[src/rlpg_pkg.sv]
// ----------------------------------------------------------------------------
// rlpg_pkg
// Shared constants, types and command format for the road layer pixel path.
// ----------------------------------------------------------------------------
package rlpg_pkg;

    localparam int BITMAP_ROWS = 256;
    localparam int ROW_BYTES   = 512;
    localparam int LINE_PIXELS = 320;

    localparam int BITMAP_SIZE = BITMAP_ROWS * ROW_BYTES;
    localparam int MEM_AW      = $clog2(BITMAP_SIZE);
    localparam int POS_W       = $clog2(ROW_BYTES);
    localparam int ROW_W       = 8;

    localparam int QUEUE_DEPTH = 4;
    localparam int QUEUE_AW    = $clog2(QUEUE_DEPTH);
    localparam int QUEUE_CW    = $clog2(QUEUE_DEPTH + 1);

    localparam int S_TDATA_W = 104;
    localparam int M_TDATA_W = 16;
    localparam int INDEX_W   = 13;

    localparam logic OP_WRITE  = 1'b0;
    localparam logic OP_RENDER = 1'b1;

    localparam logic [15:0] SHIFT_BIAS = 16'h0550;
    localparam int          FILL_BIT   = 11;

    localparam logic [INDEX_W-1:0] IDX_DISABLED = 13'h1720;
    localparam logic [INDEX_W-1:0] IDX_FILL     = 13'h1780;
    localparam logic [INDEX_W-1:0] IDX_BG       = 13'h1730;
    localparam logic [INDEX_W-1:0] IDX_ROAD3    = 13'h1708;
    localparam logic [INDEX_W-1:0] IDX_ROAD2    = 13'h170a;
    localparam logic [INDEX_W-1:0] IDX_ROAD1    = 13'h170c;
    localparam logic [INDEX_W-1:0] IDX_ROAD4    = 13'h170e;

    localparam logic [7:0] PIX_BG    = 8'd0;
    localparam logic [7:0] PIX_ROAD1 = 8'd1;
    localparam logic [7:0] PIX_ROAD2 = 8'd2;
    localparam logic [7:0] PIX_ROAD3 = 8'd3;
    localparam logic [7:0] PIX_ROAD4 = 8'd4;

    typedef enum logic [1:0] {
        CMD_WRITE,
        CMD_INDEX,
        CMD_ROAD
    } cmd_kind_t;

    typedef struct packed {
        cmd_kind_t           kind;
        logic [MEM_AW-1:0]   addr_a;
        logic [MEM_AW-1:0]   addr_b;
        logic                ok_a;
        logic                ok_b;
        logic [7:0]          data;
        logic [INDEX_W-1:0]  index;
        logic [3:0]          flip;
        logic [3:0]          bg;
    } cmd_t;

endpackage

[src/rlpg_front.sv]
// ----------------------------------------------------------------------------
// rlpg_front
// Unpacks input words, resolves road positions and classifies each word.
// ----------------------------------------------------------------------------
module rlpg_front (
    input  logic                            s_tvalid,
    input  logic                            s_tready,
    input  logic                            s_tuser,
    input  logic [rlpg_pkg::S_TDATA_W-1:0]  s_tdata,
    input  logic                            layer_enable,
    output logic                            push,
    output rlpg_pkg::cmd_t                  cmd
);
    import rlpg_pkg::*;

    logic [16:0]        addr;
    logic [7:0]         wbyte;
    logic [15:0]        vert;
    logic [15:0]        sh_a;
    logic [15:0]        sh_b;
    logic [15:0]        flip;
    logic [8:0]         col;
    logic [ROW_W-1:0]   row;
    logic               row_ok;
    logic               col_ok;
    logic               wr_ok;
    logic [17:0]        diff_a;
    logic [17:0]        diff_b;
    logic [ROW_W+POS_W-1:0] full_a;
    logic [ROW_W+POS_W-1:0] full_b;

    assign addr  = s_tdata[16:0];
    assign wbyte = s_tdata[24:17];
    assign vert  = s_tdata[40:25];
    assign sh_a  = s_tdata[56:41];
    assign sh_b  = s_tdata[72:57];
    assign flip  = s_tdata[88:73];
    assign col   = s_tdata[97:89];

    assign row    = vert[8:1];
    assign row_ok = {1'b0, row} < 9'(BITMAP_ROWS);
    assign col_ok = {1'b0, col} < 10'(LINE_PIXELS);
    assign wr_ok  = {1'b0, addr} < 18'(BITMAP_SIZE);

    assign diff_a = {2'b00, sh_a} + {9'd0, col} - {2'b00, SHIFT_BIAS};
    assign diff_b = {2'b00, sh_b} + {9'd0, col} - {2'b00, SHIFT_BIAS};
    assign full_a = {row, diff_a[POS_W-1:0]};
    assign full_b = {row, diff_b[POS_W-1:0]};

    assign push = s_tvalid && s_tready && ((s_tuser == OP_RENDER) ? col_ok : wr_ok);

    always_comb begin
        cmd        = '0;
        cmd.data   = wbyte;
        cmd.flip   = flip[3:0];
        cmd.bg     = flip[11:8];
        cmd.ok_a   = row_ok && (diff_a[17:POS_W] == '0);
        cmd.ok_b   = row_ok && (diff_b[17:POS_W] == '0);
        cmd.addr_a = full_a[MEM_AW-1:0];
        cmd.addr_b = full_b[MEM_AW-1:0];
        cmd.index  = IDX_DISABLED;
        if (s_tuser == OP_WRITE) begin
            cmd.kind   = CMD_WRITE;
            cmd.addr_a = addr[MEM_AW-1:0];
        end else if (!layer_enable) begin
            cmd.kind   = CMD_INDEX;
        end else if (vert[FILL_BIT]) begin
            cmd.kind   = CMD_INDEX;
            cmd.index  = IDX_FILL + {6'd0, vert[6:0]};
        end else begin
            cmd.kind   = CMD_ROAD;
        end
    end

endmodule

[config.mk]
export PLATFORM = sky130hd
export DESIGN_NAME = rlpg_front
export DESIGN_NICKNAME = d
export VERILOG_FILES = /design/src/rlpg_pkg.sv /design/src/rlpg_front.sv
export SDC_FILE = /design/constraint.sdc
export NUM_CORES = 1
export LEC_CHECK = 0
export BUFFER_PORTS_ARGS = -buffer_cell sky130_fd_sc_hd__buf_2
export CORE_MARGIN = 2
export CORE_UTILIZATION = 45
export DETAILED_ROUTE_END_ITERATION = 10
export PLACE_DENSITY = 0.95
export SETUP_SLACK_MARGIN = 0.02
export SLEW_MARGIN = 20
export SYNTH_ARGS = -nofsm -noshare
export SYNTH_HDL_FRONTEND = slang
export SYNTH_SLANG_ARGS = --single-unit
[constraint.sdc]
create_clock -name vclk -period 7.75
set_clock_uncertainty 0.05 [all_clocks]
set_input_delay 0.775 -clock vclk [all_inputs]
set_output_delay 0.775 -clock vclk [all_outputs]
set_load 0.005 [all_outputs]
==> results.json <==
{
  "fin_ws_ns": 3.23,
  "min_period_ns": 4.52,
  "p_leak_nw": 1.56,
  "route.detailed.drc": 0,
  "netlist_instances": 298,
  "crit_family": "compound AO/OA/AOI/OAI gates",
  "hold_depth": 0,
  "ir_drop_uv": 41.2,
  "crit_path_end_kind": "output port",
  "startpoint_type": "input port",
  "nFlopsAndLatches": 0,
  "placed_area_mm2": 0.00268,
  "yosys_warnings": 0,
  "tightest_slew_ns": 0.488,
  "grt_max_degree": 25,
  "nClkBuffers": 0,
  "worst-path-buf-inv": 2,
  "hold_viol_final": 0,
  "power_density_mw_per_mm2": 77.5,
  "max_freq_mhz": 221,
  "nets": 550,
  "syn_area_mm2": 0.00223,
  "core_mm2": 0.00475,
  "fin_crit_sh": 0.583,
  "fill_cells": 452,
  "maxSlewHeadroom": 0.670,
  "final_cell_mix": "buf_2, ha_1, inv_1, nor2_1, a21oi_1",
  "holdCritPathClass": "input port to output port",
  "grt_util_met2": 0.379,
  "drt_iter0_drc": 105,
  "areaGrowthSynthToFinish_pct": 20.0,
  "dieWidth_um": 74.4,
  "hold-worst-slack_ns": 1.50,
  "dr.pass1.iters": 5,
  "drt-vias-per-instance": 5.13,
  "final_layout_size_suffix_gt1_frac": 0.355,
  "start_util": 0.469,
  "cts_setup_buffers": 0,
  "status": "finished, final reports clean",
  "setup_violations": 0,
  "switching_share": 0.509,
  "place_congestion": 0.839,
  "drtAntennaViolNets": 0,
  "layout_commonest_cell": "buf_2",
  "busiest_layer": "met2",
  "rsz0062_at_grt": "false",
  "die_y_um": 74.4,
  "die_area_mm2": 0.00553,
  "worstSetupPathType": "input port to output port",
  "required_ns": 6.92,
  "p_clk_frac": 0,
  "routed-via-count": 2324,
  "cpPeakStageDelay_ns": 0.44,
  "grt_pass1_wl_um": 8540,
  "share_comb_of_total_power": 1.000,
  "cts_resized": 0,
  "pwr-share-seq": 0,
  "crit_chain": "buf_2 > ha_1 > ha_1 > fa_1 > a21oi_1 > o22ai_1 > o41ai_1 > o21ai_0 > and4_1 > a2111oi_0 > buf_2",
  "pin_count": 176,
  "grt_overflow_total": 0,
  "avgSynthCellArea_um2": 7.48,
  "power.switching_mw": 0.105,
  "antennaDiodeCount": 0,
  "max_cap_viol_count": 0,
  "port_buffers": 119,
  "power_mw": 0.207,
  "rows": 25,
  "grt_pass1_vias": 2121,
  "regArea_um2": 0,
  "slowest_stage": "o41ai_1",
  "antenna_found_initial": 0,
  "met1_usage": 0.215,
  "drt-total-wl_um": 5340,
  "cts_hold_buf": 0,
  "grtUsageMet3": 0.00678,
  "path_max_fanout": 2,
  "pre_cts_slack_ns": 3.25,
  "synth_cell_types": 48,
  "final-max-slew-violation-count": 0,
  "setup_tns_ns": 0,
  "wl_per_cell_um": 11.8,
  "grt_use_total": 0.184,
  "dpl.hpwl_um": 4770,
  "crit_cells": 11,
  "fin_area_mm2": 0.00268,
  "yosysSeqAreaShare": 0,
  "cellInternalPower_mw": 0.102,
  "cp.arrival_ns": 3.69
}
synthesized netlist by cell type, types with 2 or more instances:
cell       n  area share
ha_1      52        0.29
o21ai_0   11       0.025
buf_4     29       0.098
and4_1     2      0.0079
a21boi_0   3       0.010
inv_1     43       0.072
a21o_1     9       0.030
and2_1     7       0.020
o221ai_1   2      0.0079
a211oi_1   4       0.013
o22ai_1    3      0.0084
mux2_2    14       0.071
o41ai_1    2      0.0079
nor2b_1    3      0.0084
nand3_1    4      0.0090
nor2_1    19       0.032
clkbuf_1   4      0.0067
nand2_1    8       0.013
a31oi_1    2      0.0056
nor3_1     4      0.0090
and3_1     4       0.011
or3_1      2      0.0056
a21oi_1   18       0.040
mux2i_1    2      0.0090
xnor2_1   14       0.055
xor2_1     6       0.024
fa_1       2       0.018
conb_1     2      0.0034
o211ai_1   2      0.0067
nand2b_1   3      0.0084
layer usage:
| layer | vias up | wire length (µm) |
|---|---|---|
| met5 | - | 0 |
| met4 | 0 | 11 |
| met1 | 1028 | 2230 |
| met3 | 4 | 360 |
| met2 | 103 | 2740 |
| li1 | 1189 | - |
cell families after synthesis:
group,count (synthesis),synth area share
multiplexers,16,0.0797
buffers and inverters,77,0.182
XOR/XNOR,20,0.0786
adder cells (fa/ha/maj),54,0.310
AND/OR/NAND/NOR,59,0.134
other,2,0.00337
AO/OA/AOI/OAI,70,0.213
metrics by stage:
step,util,std cells
6_report,0.563,453
5_1_grt,0.563,453
4_1_cts,0.563,453
3_5_place_dp,0.563,453
3_3_place_gp,0.563,453
2_1_floorplan,-,301
power by group through the flow:
stage	Sequential, mW	Combinational, mW	Clock (mW)
global placement	0	0.199	0
CTS	0	0.209	0
global route	0	0.234	0
finish	0	0.207	0
floorplan	0	0.148	0
detailed placement	0	0.207	0
worst paths after layout:
kind                     from  endpoint  slack [ns]
setup / recovery  s_tdata[58]   cmd[29]        3.23
hold / removal    s_tdata[24]   cmd[28]        1.50
cell type report:
cell class	count	area, µm²	share of cell area
inverters	43	161	0.0603
multi-input cells	224	1830	0.686
well taps	67	83.8	0.0313
repair buffers	119	596	0.223
Note: power is estimated with default switching activity, not from simulation.
