`src/rlpg_pkg.sv`:
```
// ----------------------------------------------------------------------------
// rlpg_pkg
// Shared constants, types and command format for the road layer pixel path.
// ----------------------------------------------------------------------------
package rlpg_pkg;

    localparam int BITMAP_ROWS = 256;
    localparam int ROW_BYTES   = 512;
    localparam int LINE_PIXELS = 320;

    localparam int BITMAP_SIZE = BITMAP_ROWS * ROW_BYTES;
    localparam int MEM_AW      = $clog2(BITMAP_SIZE);
    localparam int POS_W       = $clog2(ROW_BYTES);
    localparam int ROW_W       = 8;

    localparam int QUEUE_DEPTH = 4;
    localparam int QUEUE_AW    = $clog2(QUEUE_DEPTH);
    localparam int QUEUE_CW    = $clog2(QUEUE_DEPTH + 1);

    localparam int S_TDATA_W = 104;
    localparam int M_TDATA_W = 16;
    localparam int INDEX_W   = 13;

    localparam logic OP_WRITE  = 1'b0;
    localparam logic OP_RENDER = 1'b1;

    localparam logic [15:0] SHIFT_BIAS = 16'h0550;
    localparam int          FILL_BIT   = 11;

    localparam logic [INDEX_W-1:0] IDX_DISABLED = 13'h1720;
    localparam logic [INDEX_W-1:0] IDX_FILL     = 13'h1780;
    localparam logic [INDEX_W-1:0] IDX_BG       = 13'h1730;
    localparam logic [INDEX_W-1:0] IDX_ROAD3    = 13'h1708;
    localparam logic [INDEX_W-1:0] IDX_ROAD2    = 13'h170a;
    localparam logic [INDEX_W-1:0] IDX_ROAD1    = 13'h170c;
    localparam logic [INDEX_W-1:0] IDX_ROAD4    = 13'h170e;

    localparam logic [7:0] PIX_BG    = 8'd0;
    localparam logic [7:0] PIX_ROAD1 = 8'd1;
    localparam logic [7:0] PIX_ROAD2 = 8'd2;
    localparam logic [7:0] PIX_ROAD3 = 8'd3;
    localparam logic [7:0] PIX_ROAD4 = 8'd4;

    typedef enum logic [1:0] {
        CMD_WRITE,
        CMD_INDEX,
        CMD_ROAD
    } cmd_kind_t;

    typedef struct packed {
        cmd_kind_t           kind;
        logic [MEM_AW-1:0]   addr_a;
        logic [MEM_AW-1:0]   addr_b;
        logic                ok_a;
        logic                ok_b;
        logic [7:0]          data;
        logic [INDEX_W-1:0]  index;
        logic [3:0]          flip;
        logic [3:0]          bg;
    } cmd_t;

endpackage

```
`src/rlpg_fifo.sv`:
```
// ----------------------------------------------------------------------------
// rlpg_fifo
// Short command queue between the classifier and the bitmap stage.
// ----------------------------------------------------------------------------
module rlpg_fifo (
    input  logic            aclk,
    input  logic            aresetn,
    input  logic            push,
    input  rlpg_pkg::cmd_t  push_cmd,
    input  logic            pop,
    output logic            full,
    output logic            not_empty,
    output rlpg_pkg::cmd_t  head_cmd
);
    import rlpg_pkg::*;

    cmd_t                slot_reg [QUEUE_DEPTH];
    logic [QUEUE_AW-1:0] wr_ptr_reg;
    logic [QUEUE_AW-1:0] rd_ptr_reg;
    logic [QUEUE_CW-1:0] count_reg;
    logic [QUEUE_CW-1:0] count_next;
    logic                do_pop;

    assign full      = count_reg == QUEUE_CW'(QUEUE_DEPTH);
    assign not_empty = count_reg != '0;
    assign head_cmd  = slot_reg[rd_ptr_reg];
    assign do_pop    = pop && not_empty;

    always_comb begin
        count_next = count_reg;
        if (push && !do_pop) begin
            count_next = count_reg + 1'b1;
        end else if (!push && do_pop) begin
            count_next = count_reg - 1'b1;
        end
    end

    always_ff @(posedge aclk) begin
        if (push) begin
            slot_reg[wr_ptr_reg] <= push_cmd;
        end
    end

    always_ff @(posedge aclk) begin
        if (!aresetn) begin
            wr_ptr_reg <= '0;
            rd_ptr_reg <= '0;
            count_reg  <= '0;
        end else begin
            if (push) begin
                wr_ptr_reg <= wr_ptr_reg + 1'b1;
            end
            if (do_pop) begin
                rd_ptr_reg <= rd_ptr_reg + 1'b1;
            end
            count_reg <= count_next;
        end
    end

endmodule

```
`config.mk`:
```
export PLATFORM = sky130hd
export DESIGN_NAME = rlpg_fifo
export DESIGN_NICKNAME = d
export VERILOG_FILES = /design/src/rlpg_pkg.sv /design/src/rlpg_fifo.sv
export SDC_FILE = /design/constraint.sdc
export NUM_CORES = 1
export LEC_CHECK = 0
export BUFFER_PORTS_ARGS = -buffer_cell sky130_fd_sc_hd__buf_2
export CELL_PAD_IN_SITES_DETAIL_PLACEMENT = 0
export CELL_PAD_IN_SITES_GLOBAL_PLACEMENT = 2
export CORE_MARGIN = 8
export CORE_UTILIZATION = 24
export CTS_CLUSTER_SIZE = 25
export DETAILED_ROUTE_END_ITERATION = 8
export GPL_ROUTABILITY_DRIVEN = 0
export GPL_TIMING_DRIVEN = 0
export PLACE_DENSITY = 0.52
export REMOVE_ABC_BUFFERS = 1
export SETUP_SLACK_MARGIN = 0.05
export SLEW_MARGIN = 0
export SYNTH_ARGS = -nofsm -noshare
export SYNTH_HDL_FRONTEND = slang
export SYNTH_SLANG_ARGS = --single-unit
```
`constraint.sdc`:
```
create_clock -name aclk -period 6.6 [get_ports aclk]
set_input_delay 0.66 -clock aclk [delete_from_list [all_inputs] [get_ports aclk]]
set_output_delay 0.66 -clock aclk [all_outputs]
set_load 0.1 [all_outputs]
```
==> flow_summary.json, run 1 <==
{
  "status": "finished, final reports clean",
  "chipHeight_um": 222,
  "fmaxAchievable_mhz": 328,
  "netlist_area_um2": 10200,
  "rsz0062_at_grt": "false",
  "grt_max_degree": 47,
  "setup_ws_ns": 3.56,
  "synth_warnings": 0,
  "fin_crit_ns": 3.04,
  "vdd.ir_drop.worst_uv": 281,
  "drc": 0,
  "insertion_delay_ns": 0.55,
  "whs_ns": 0.319,
  "skew_ns": 0.00838,
  "grt-ovfl-total": 0,
  "final-setup-viol-count": 0,
  "dieArea_um2": 49200,
  "synth_area_per_cell_um2": 25.8,
  "worstSetupStartpointType": "flip-flop",
  "crit_path_max_fanout": 27,
  "fin_nets": 634,
  "postLayoutCoreUtil_pct": 30.0,
  "area_delta_synth_final_pct": 23.7,
  "grt_usage_pct": 8.87,
  "cp.required_ns": 5.94,
  "root_buffer": "clkbuf_16",
  "clk_pin_slew_ns": 0.06,
  "yosysSeqAreaShare_pct": 81.0,
  "die_w_um": 222,
  "synth_area_leaders": "edfxtp_1 79%, mux4_2 15%, dfxtp_1 1.8%, buf_12 0.79%, ha_1 0.62%",
  "hold_buffers": 0,
  "yosysTopAreaCell": "edfxtp_1",
  "antenna_found_initial": 2,
  "numCtsBuffers": 31,
  "critPathCaptureType": "primary output",
  "vias": 4571,
  "power_leakage_nw": 4.12,
  "port_buffers": 139,
  "cap_violations": 0,
  "post-route-period-util_pct": 46.1,
  "slowest_stage": "dfxtp_4",
  "ioPinCount": 140,
  "path_class": "flip-flop to primary output",
  "cts_resized": 0,
  "critPathArrivalTime_ns": 2.38,
  "fin_total_pwr_mw": 5.84,
  "grt_first_pass_wirelength_um": 33400,
  "htree_levels": 1,
  "drt_iter0_markers": 164,
  "min_path_type": "input port to flip-flop",
  "worstMarginPinSlew_ns": 0.578,
  "synth_cell_types": 22,
  "dpl.hpwl_um": 13200,
  "place_ws_ns": 4.07,
  "n_fill_cell": 4114,
  "tns_ns": 0,
  "drtPass1Iterations": 4,
  "wirelength_um": 22100,
  "clockBufferDepth": 3,
  "cp_num_buf_inv": 2,
  "core-area_um2": 41900,
  "slew_headroom_pct": 61.7,
  "rows": 75,
  "p_per_area_nw_per_um2": 465,
  "crit_family": "flip-flops",
  "yosysTopAreaCellShare_pct": 79.2,
  "cp_cell_sequence": "buf_16, mux4_2, buf_2",
  "drive_gt1_share_pct": 45.6,
  "report.final.slew_viol_count": 0,
  "post-cts-setup-buffer-count": 0,
  "hold_viol": 0,
  "ys_ff_latch": 277,
  "avgViaCountPerCell": 4.08,
  "route.detailed.wl_per_inst_um": 19.7,
  "cts_tree": "built",
  "max_stage_delay_ns": 0.62,
  "largest_reg_flops": 268,
  "synthCells": 393,
  "start_util_pct": 24.3,
  "grt_pass1_vias": 5294,
  "cts.sinks": 277,
  "postRouteAntennaNets": 0
}
layer usage:
layer	global-route usage (%)	up-vias	share of wire (%)
met3	2.45	43	5.6
met2	15.7	109	52
met5	0	-	0.059
met1	10.3	2396	41
li1	-	2021	-
met4	2.82	2	2.3
cells by family after synthesis:
| family | Yosys count | share of synthesized area [%] |
|---|---|---|
| and+or+nand+nor | 14 | 0.875 |
| adders and majority gates | 6 | 0.813 |
| DFF | 277 | 81.0 |
| AOI/OAI and AO/OA | 4 | 0.283 |
| xor gates and xnor gates | 5 | 0.431 |
| muxes | 69 | 15.1 |
| buffers and inverters | 18 | 1.54 |
cell type report:
type                    instances  area, um^2  area share [%]
inverters                       3        11.3          0.0897
clock buffers                  43         871            6.93
repair buffers                146         888            7.07
well taps                     539         674            5.37
clock inverters                12        93.8           0.747
flip-flops and latches        277        8240            65.6
diodes                          1        2.50          0.0199
multi-input cells              98        1780            14.2
worst register-to-register path, cell delays in order, from the launching register on:
cell and delay (ns):
dfxtp_1 0.37, o31ai_1 0.44, ha_1 0.27, inv_1 0.06
fa_1 0.37, xor2_1 0.18, or3_1 0.30, a21boi_0 0.17
worst paths after layout:
| check | slack, ns | depth (start not counted) | to | from |
|---|---|---|---|---|
| max | 3.56 | 3 | head_cmd[58] | flip-flop |
| min | 0.32 | 1 | slot_reg[0][57]$_DFFE_PP_ | push_cmd[57] |
| max reg2reg | 4.37 | 7 | count_reg[2]$_SDFFE_PN0P_ | count_reg[1]$_SDFFE_PN0P_ |
| min reg2reg | 0.54 | 2 | count_reg[2]$_SDFFE_PN0P_ | count_reg[2]$_SDFFE_PN0P_ |
Yosys cell counts:
master / number
a21boi_0: 1
and2_1: 9
buf_1: 3
buf_12: 4
buf_2: 4
buf_4: 3
buf_6: 1
dfxtp_1: 9
edfxtp_1: 268
fa_1: 1
ha_1: 5
inv_1: 3
mux2i_1: 2
mux4_2: 67
nor2b_1: 2
nor3b_1: 1
o21ai_0: 1
o311ai_0: 1
o31ai_1: 1
or3_1: 2
xnor2_1: 3
xor2_1: 2
metrics by stage:
| step | cells | area, um^2 |
|---|---|---|
| after floorplan | 378 | 10000 |
| after global placement | 1056 | 11400 |
| after detailed placement | 1063 | 11600 |
| after CTS | 1118 | 12600 |
| after global routing | 1119 | 12600 |
| final | 1119 | 12600 |
where the power goes:
group / internal [mW] / leakage, nW / total (mW) / switching, mW
Clock: 0.951 / 0.469 / 1.60 / 0.654
Sequential: 2.03 / 2.54 / 2.11 / 0.0768
Combinational: 0.484 / 1.11 / 2.13 / 1.65
cells in the final DEF (no fill, tap or decap), drive strengths merged:
cell type  count
fa             1
a21boi         1
xnor2          3
nor2b          2
buf          146
mux2i          2
clkbuf        43
mux4          67
xor2           2
inv            3
dfxtp          9
ha             5
bufinv         1
diode          1
edfxtp       268
and2           9
clkinv         9
o31ai          1
o21ai          1
nor3b          1
clkinvlp       2
or3            2
o311ai         1
Power figures use the tool's default switching activity.
==> run 2, diff against run 1 <==
- clock period: 6.6 -> 3.2 ns (I/O delays scaled with it)
==> run 2 against run 1 <==
Worst setup slack got worse by 3.1 ns. Power increased by 110%. Combinational power increased by 110%. Count of clock-buffer cells in the layout unchanged. Clock skew about the same. Die area stayed put. Wire length grew 0.79%. Register-to-register slack got worse by 3.4 ns. First-iteration DRC count rose by 7.9%. Sequential share of layout area down 3.3 points. Via count grew 5.4%. Critical path type unchanged. Largest cell class unchanged.
==> flow_summary.json, run 2 (synthesis gave the netlist of run 1 again) <==
{
  "fin_total_pwr_mw": 12.1,
  "fin_nets": 701,
  "numCtsBuffers": 31,
  "grt-ovfl-total": 0,
  "switchingPower_mw": 4.91,
  "post-route-period-util_pct": 84.3,
  "status": "finished, final reports clean",
  "slew_headroom_pct": 61.7,
  "drive_gt1_share_pct": 40.9,
  "antenna_found_initial": 0,
  "dieArea_um2": 49200,
  "cp.depth": 3,
  "hold_viol": 0,
  "vdd.ir_drop.worst_uv": 585,
  "rows": 75,
  "p_sw_share_pct": 40.6,
  "crit_family": "flip-flops",
  "port_buffers": 139,
  "cts.sinks": 277,
  "cp_num_buf_inv": 2,
  "worstMarginPinSlew_ns": 0.579,
  "cts_resized": 0,
  "htree_levels": 1,
  "largest_reg_flops": 268,
  "wirelength_um": 22300,
  "clockBufferDepth": 3,
  "skew_ns": 0.00827,
  "route.detailed.wl_per_inst_um": 18.8,
  "cp_cell_sequence": "buf_16, mux4_2, buf_2",
  "die_w_um": 222,
  "final_cell_mix": "268 x edfxtp_1, 139 x buf_2, 67 x mux4_2, 67 x dlygate4sd3_1, 31 x clkbuf_16",
  "cap_violations": 0,
  "n_fill_cell": 4070,
  "critPathCaptureType": "primary output",
  "drt_iter0_markers": 177,
  "path_class": "flip-flop to primary output",
  "dp_cells": 1063,
  "power_leakage_nw": 4.40,
  "worst_r2r_path_depth": 7,
  "area_delta_synth_final_pct": 30.2,
  "instances_no_fill": 1185,
  "cp.required_ns": 2.88,
  "final_common_cell": "edfxtp_1",
  "worstSetupStartpointType": "flip-flop",
  "min_path_type": "input port to flip-flop",
  "seqCellArea_um2": 8240,
  "chipHeight_um": 222,
  "grt_first_pass_wirelength_um": 34200,
  "drc": 0,
  "tns_ns": 0,
  "grt_max_degree": 47,
  "fmaxAchievable_mhz": 371,
  "dpl.hpwl_um": 13200,
  "start_util_pct": 24.3,
  "postRouteAntennaNets": 0,
  "intPower_mw": 7.20,
  "crit_path_max_fanout": 26,
  "grt_usage_pct": 8.96,
  "whs_path_depth": 2,
  "clk_pin_slew_ns": 0.06,
  "grt_pass1_vias": 5651,
  "avgViaCountPerCell": 4.06,
  "fin_crit_ns": 2.70,
  "report.final.slew_viol_count": 0,
  "final-setup-viol-count": 0,
  "p_per_area_nw_per_um2": 916,
  "core-area_um2": 41900,
  "rsz0062_at_grt": "false",
  "root_buffer": "clkbuf_16",
  "diodes": 0,
  "drtPass1Iterations": 4,
  "slowest_stage": "dfxtp_4",
  "multi_input_area_um2": 1780,
  "seq_power_share_pct": 35.9,
  "critPathArrivalTime_ns": 2.38,
  "ioPinCount": 140,
  "max_stage_delay_ns": 0.62,
  "cts_tree": "built",
  "insertion_delay_ns": 0.55,
  "clockPowerShare_pct": 27.3,
  "power_frac_comb_pct": 36.8,
  "vias": 4816
}
-- run 2: changes by cell type in the layout (fill, tap and decap cells not counted) --
cell           change
diode_2            -1
dlygate4sd3_1     +67
-- run 2: what timing repair did --
item,CTS,global route
hold endpoints to repair,268,0
hold buffers,67,0
buffers inserted,0,0
-- run 2: per-layer routing --
| metal | part of all wire (%) | track usage, % | vias to the layer above | routed length [um] |
|---|---|---|---|---|
| met5 | 0 | 0 | - | 0 |
| met4 | 2.1 | 2.72 | 0 | 466 |
| met3 | 5.2 | 2.33 | 41 | 1170 |
| met2 | 51 | 15.9 | 103 | 11400 |
| met1 | 42 | 10.5 | 2517 | 9250 |
| li1 | - | - | 2155 | - |
-- run 2: power by group through the flow --
| stage | clock [mW] | sequential [mW] | combinational, mW |
|---|---|---|---|
| after floorplan | 0 | 4.53 | 3.54 |
| final | 3.31 | 4.35 | 4.46 |
| after CTS | 3.44 | 4.36 | 4.55 |
| after global placement | 0 | 4.65 | 3.84 |
| after global routing | 3.57 | 4.38 | 4.64 |
| after detailed placement | 0 | 4.43 | 4.48 |
-- run 2: worst reg2reg max path, stage by stage (launching register included) --
cell	delay, ns
dfxtp_1	0.37
o31ai_1	0.44
ha_1	0.27
inv_1	0.06
fa_1	0.37
xor2_1	0.18
or3_1	0.30
a21boi_0	0.17
-- run 2: area by class of cell --
type,instances,share of cell area [%]
Inverter,3,0.0851
Timing Repair Buffer,213,11.8
Clock buffer,43,6.58
Sequential cell,277,62.3
Clock inverter,12,0.709
Multi-Input combinational cell,98,13.5
Tap cell,539,5.10
-- run 2: worst paths after layout --
| path | start | end | slack [ns] |
|---|---|---|---|
| worst max-delay path | flip-flop | head_cmd[20] | 0.50 |
| worst min-delay path | aresetn | wr_ptr_reg[0]$_SDFFE_PN0P_ | 0.07 |
| worst max register to register | count_reg[1]$_SDFFE_PN0P_ | count_reg[2]$_SDFFE_PN0P_ | 0.97 |
| worst min register to register | count_reg[2]$_SDFFE_PN0P_ | count_reg[2]$_SDFFE_PN0P_ | 0.54 |
-- run 2: stage by stage --
stage | util, % | worst slack (ns) | hold slack [ns] | instance area (um^2)
after detailed placement | 27.7 | 0.993 | 0.529 | 11600
final | 31.6 | 0.501 | 0.0700 | 13200
after floorplan | - | -0.896 | 0.419 | 10000
after global placement | 27.2 | -2.66 | 0.516 | 11400
after CTS | 31.6 | 0.398 | 0.0324 | 13200
after global routing | 31.6 | 0.354 | 0.0618 | 13200
==> run 3, diff against run 2 <==
- PLACE_DENSITY: 0.52 -> 0.54
- clock period: 3.2 -> 2.3 ns (I/O delays scaled with it)
==> run 3 against run 2 <==
Global-route usage grew 0.35 points. Sequential cell count is the same. Die area stayed put. Clock skew grew 0.016 ns. Utilization rose by 2.6 points. Sequential power up 37%. Worst setup slack got worse by 0.47 ns. Power up 55%. Critical path depth grew 1. Wire length rose by 5.1%. Largest cell class unchanged.
==> flow_summary.json, run 3 (synthesis gave the netlist of run 1 again) <==
{
  "dieArea_um2": 49200,
  "place_ws_ns": -0.125,
  "htree_levels": 1,
  "slowest_stage": "mux4_2",
  "p_per_area_nw_per_um2": 1310,
  "instances_no_fill": 1197,
  "avgViaCountPerCell": 4.09,
  "cp.required_ns": 2.07,
  "post-route-period-util_pct": 98.5,
  "vdd.ir_drop.worst_uv": 728,
  "postRouteAntennaNets": 0,
  "largest_reg_flops": 268,
  "path_class": "flip-flop to primary output",
  "setup_ws_ns": 0.0354,
  "r2r_setup_slack_ns": 0.20,
  "cp_common_cell": "buf_12",
  "area_delta_synth_final_pct": 41.0,
  "fmaxAchievable_mhz": 442,
  "final-setup-viol-count": 0,
  "grt-ovfl-total": 0,
  "route.detailed.wl_per_inst_um": 19.5,
  "cts_tree": "built",
  "slew_headroom_pct": 57.1,
  "hold_viol": 0,
  "cts.sinks": 277,
  "start_util_pct": 24.3,
  "chipHeight_um": 222,
  "root_buffer": "clkbuf_16",
  "cap_violations": 0,
  "critPathArrivalTime_ns": 2.03,
  "cp_cell_sequence": "buf_12, clkbuf_16, mux4_2, buf_12",
  "critPathCaptureType": "primary output",
  "insertion_delay_ns": 0.56,
  "wirelength_um": 23400,
  "fin_crit_ns": 2.26,
  "worstSetupStartpointType": "flip-flop",
  "die_w_um": 222,
  "grt_pass1_vias": 5592,
  "antenna_found_initial": 0,
  "clockBufferDepth": 3,
  "dpl.hpwl_um": 13100,
  "r2r_start": "count_reg[1]$_SDFFE_PN0P_",
  "rows": 75,
  "drc": 0,
  "rr_endpoint": "count_reg[2]$_SDFFE_PN0P_",
  "final_cell_mix": "268 x edfxtp_1, 72 x buf_2, 68 x dlygate4sd3_1",
  "drive_gt1_share_pct": 41.0,
  "numCtsBuffers": 29,
  "power_leakage_nw": 4.80,
  "n_fill_cell": 3918,
  "crit_path_max_fanout": 6,
  "drt_iter0_markers": 283,
  "status": "finished, final reports clean",
  "multi_input_area_um2": 1800,
  "core-area_um2": 41900,
  "grt_first_pass_wirelength_um": 35000,
  "rsz0062_at_grt": "true",
  "port_buffers": 139,
  "dp_cells": 1062,
  "report.final.slew_viol_count": 0,
  "worst_r2r_path_depth": 7,
  "ioPinCount": 140,
  "worstMarginPinSlew_ns": 0.644,
  "min_path_type": "input port to flip-flop",
  "vias": 4901,
  "fin_total_pwr_mw": 18.8,
  "crit_path_end": "head_cmd[0]",
  "diodes": 0,
  "clk_pin_slew_ns": 0.06,
  "max_stage_delay_ns": 0.55,
  "fin_nets": 715,
  "grt_usage_pct": 9.31,
  "grt_max_degree": 37,
  "whs_ns": 0.0745,
  "final_common_cell": "edfxtp_1",
  "skew_ns": 0.0245,
  "drtPass1Iterations": 4,
  "seqCellArea_um2": 8240
}
run 3: area by class of cell:
cell class                 count  area share (%)
multi-input combinational     98            12.5
clock buffer                  43            5.57
timing repair buffer         229            19.1
clock inverter                 8           0.463
tap                          539            4.71
sequential                   277            57.5
inverter                       3          0.0786
run 3: per-stage QoR:
stage	TNS (ns)	area (um^2)	utilization, %
after floorplan	-178.08	10000	-
after global routing	-0.371	14300	34.2
after global placement	-680.50	11400	27.2
after CTS	-0.0849	14100	33.8
final	0	14300	34.2
after detailed placement	-2.65	11600	27.6
run 3: what timing repair did:
action                                  4_1_cts  5_1_grt
gates cloned                                  4        3
hold buffers                                 68        0
hold endpoints to repair                    277        0
setup buffers                                 9        0
endpoints found under the setup margin       68       66
gates resized for setup                     226       23
run 3: per-layer routing:
| layer | track usage [%] | up-vias | wire, um |
|---|---|---|---|
| met3 | 2.49 | 35 | 1110 |
| met1 | 11.2 | 2577 | 9880 |
| li1 | - | 2178 | - |
| met5 | 0 | - | 0 |
| met4 | 2.80 | 0 | 670 |
| met2 | 16.2 | 111 | 11700 |
run 3: power by group:
part           internal, mW  switching [mW]
Sequential             5.83           0.107
Clock                  2.49            1.83
Combinational          3.21            5.34
run 3: worst min-delay path by stage:
stage | from | to | slack [ns] | cells past startpoint
2_1_floorplan | push_cmd[0] | slot_reg[0][0]$_DFFE_PP_ | 0.33 | 0
3_3_place_gp | push_cmd[41] | slot_reg[0][41]$_DFFE_PP_ | 0.44 | 1
3_5_place_dp | push_cmd[21] | slot_reg[3][21]$_DFFE_PP_ | 0.45 | 1
4_1_cts | push | wr_ptr_reg[1]$_SDFFE_PN0P_ | 0.05 | 3
5_1_grt | push | wr_ptr_reg[0]$_SDFFE_PN0P_ | 0.12 | 3
6_report | push | wr_ptr_reg[1]$_SDFFE_PN0P_ | 0.07 | 3
run 3: critical path: cells and delay by family, from the launching register on:
kind	cells	cell delay, ns
multiplexers	1	0.55
buffers and inverters	3	0.54
flip-flops	1	0.37
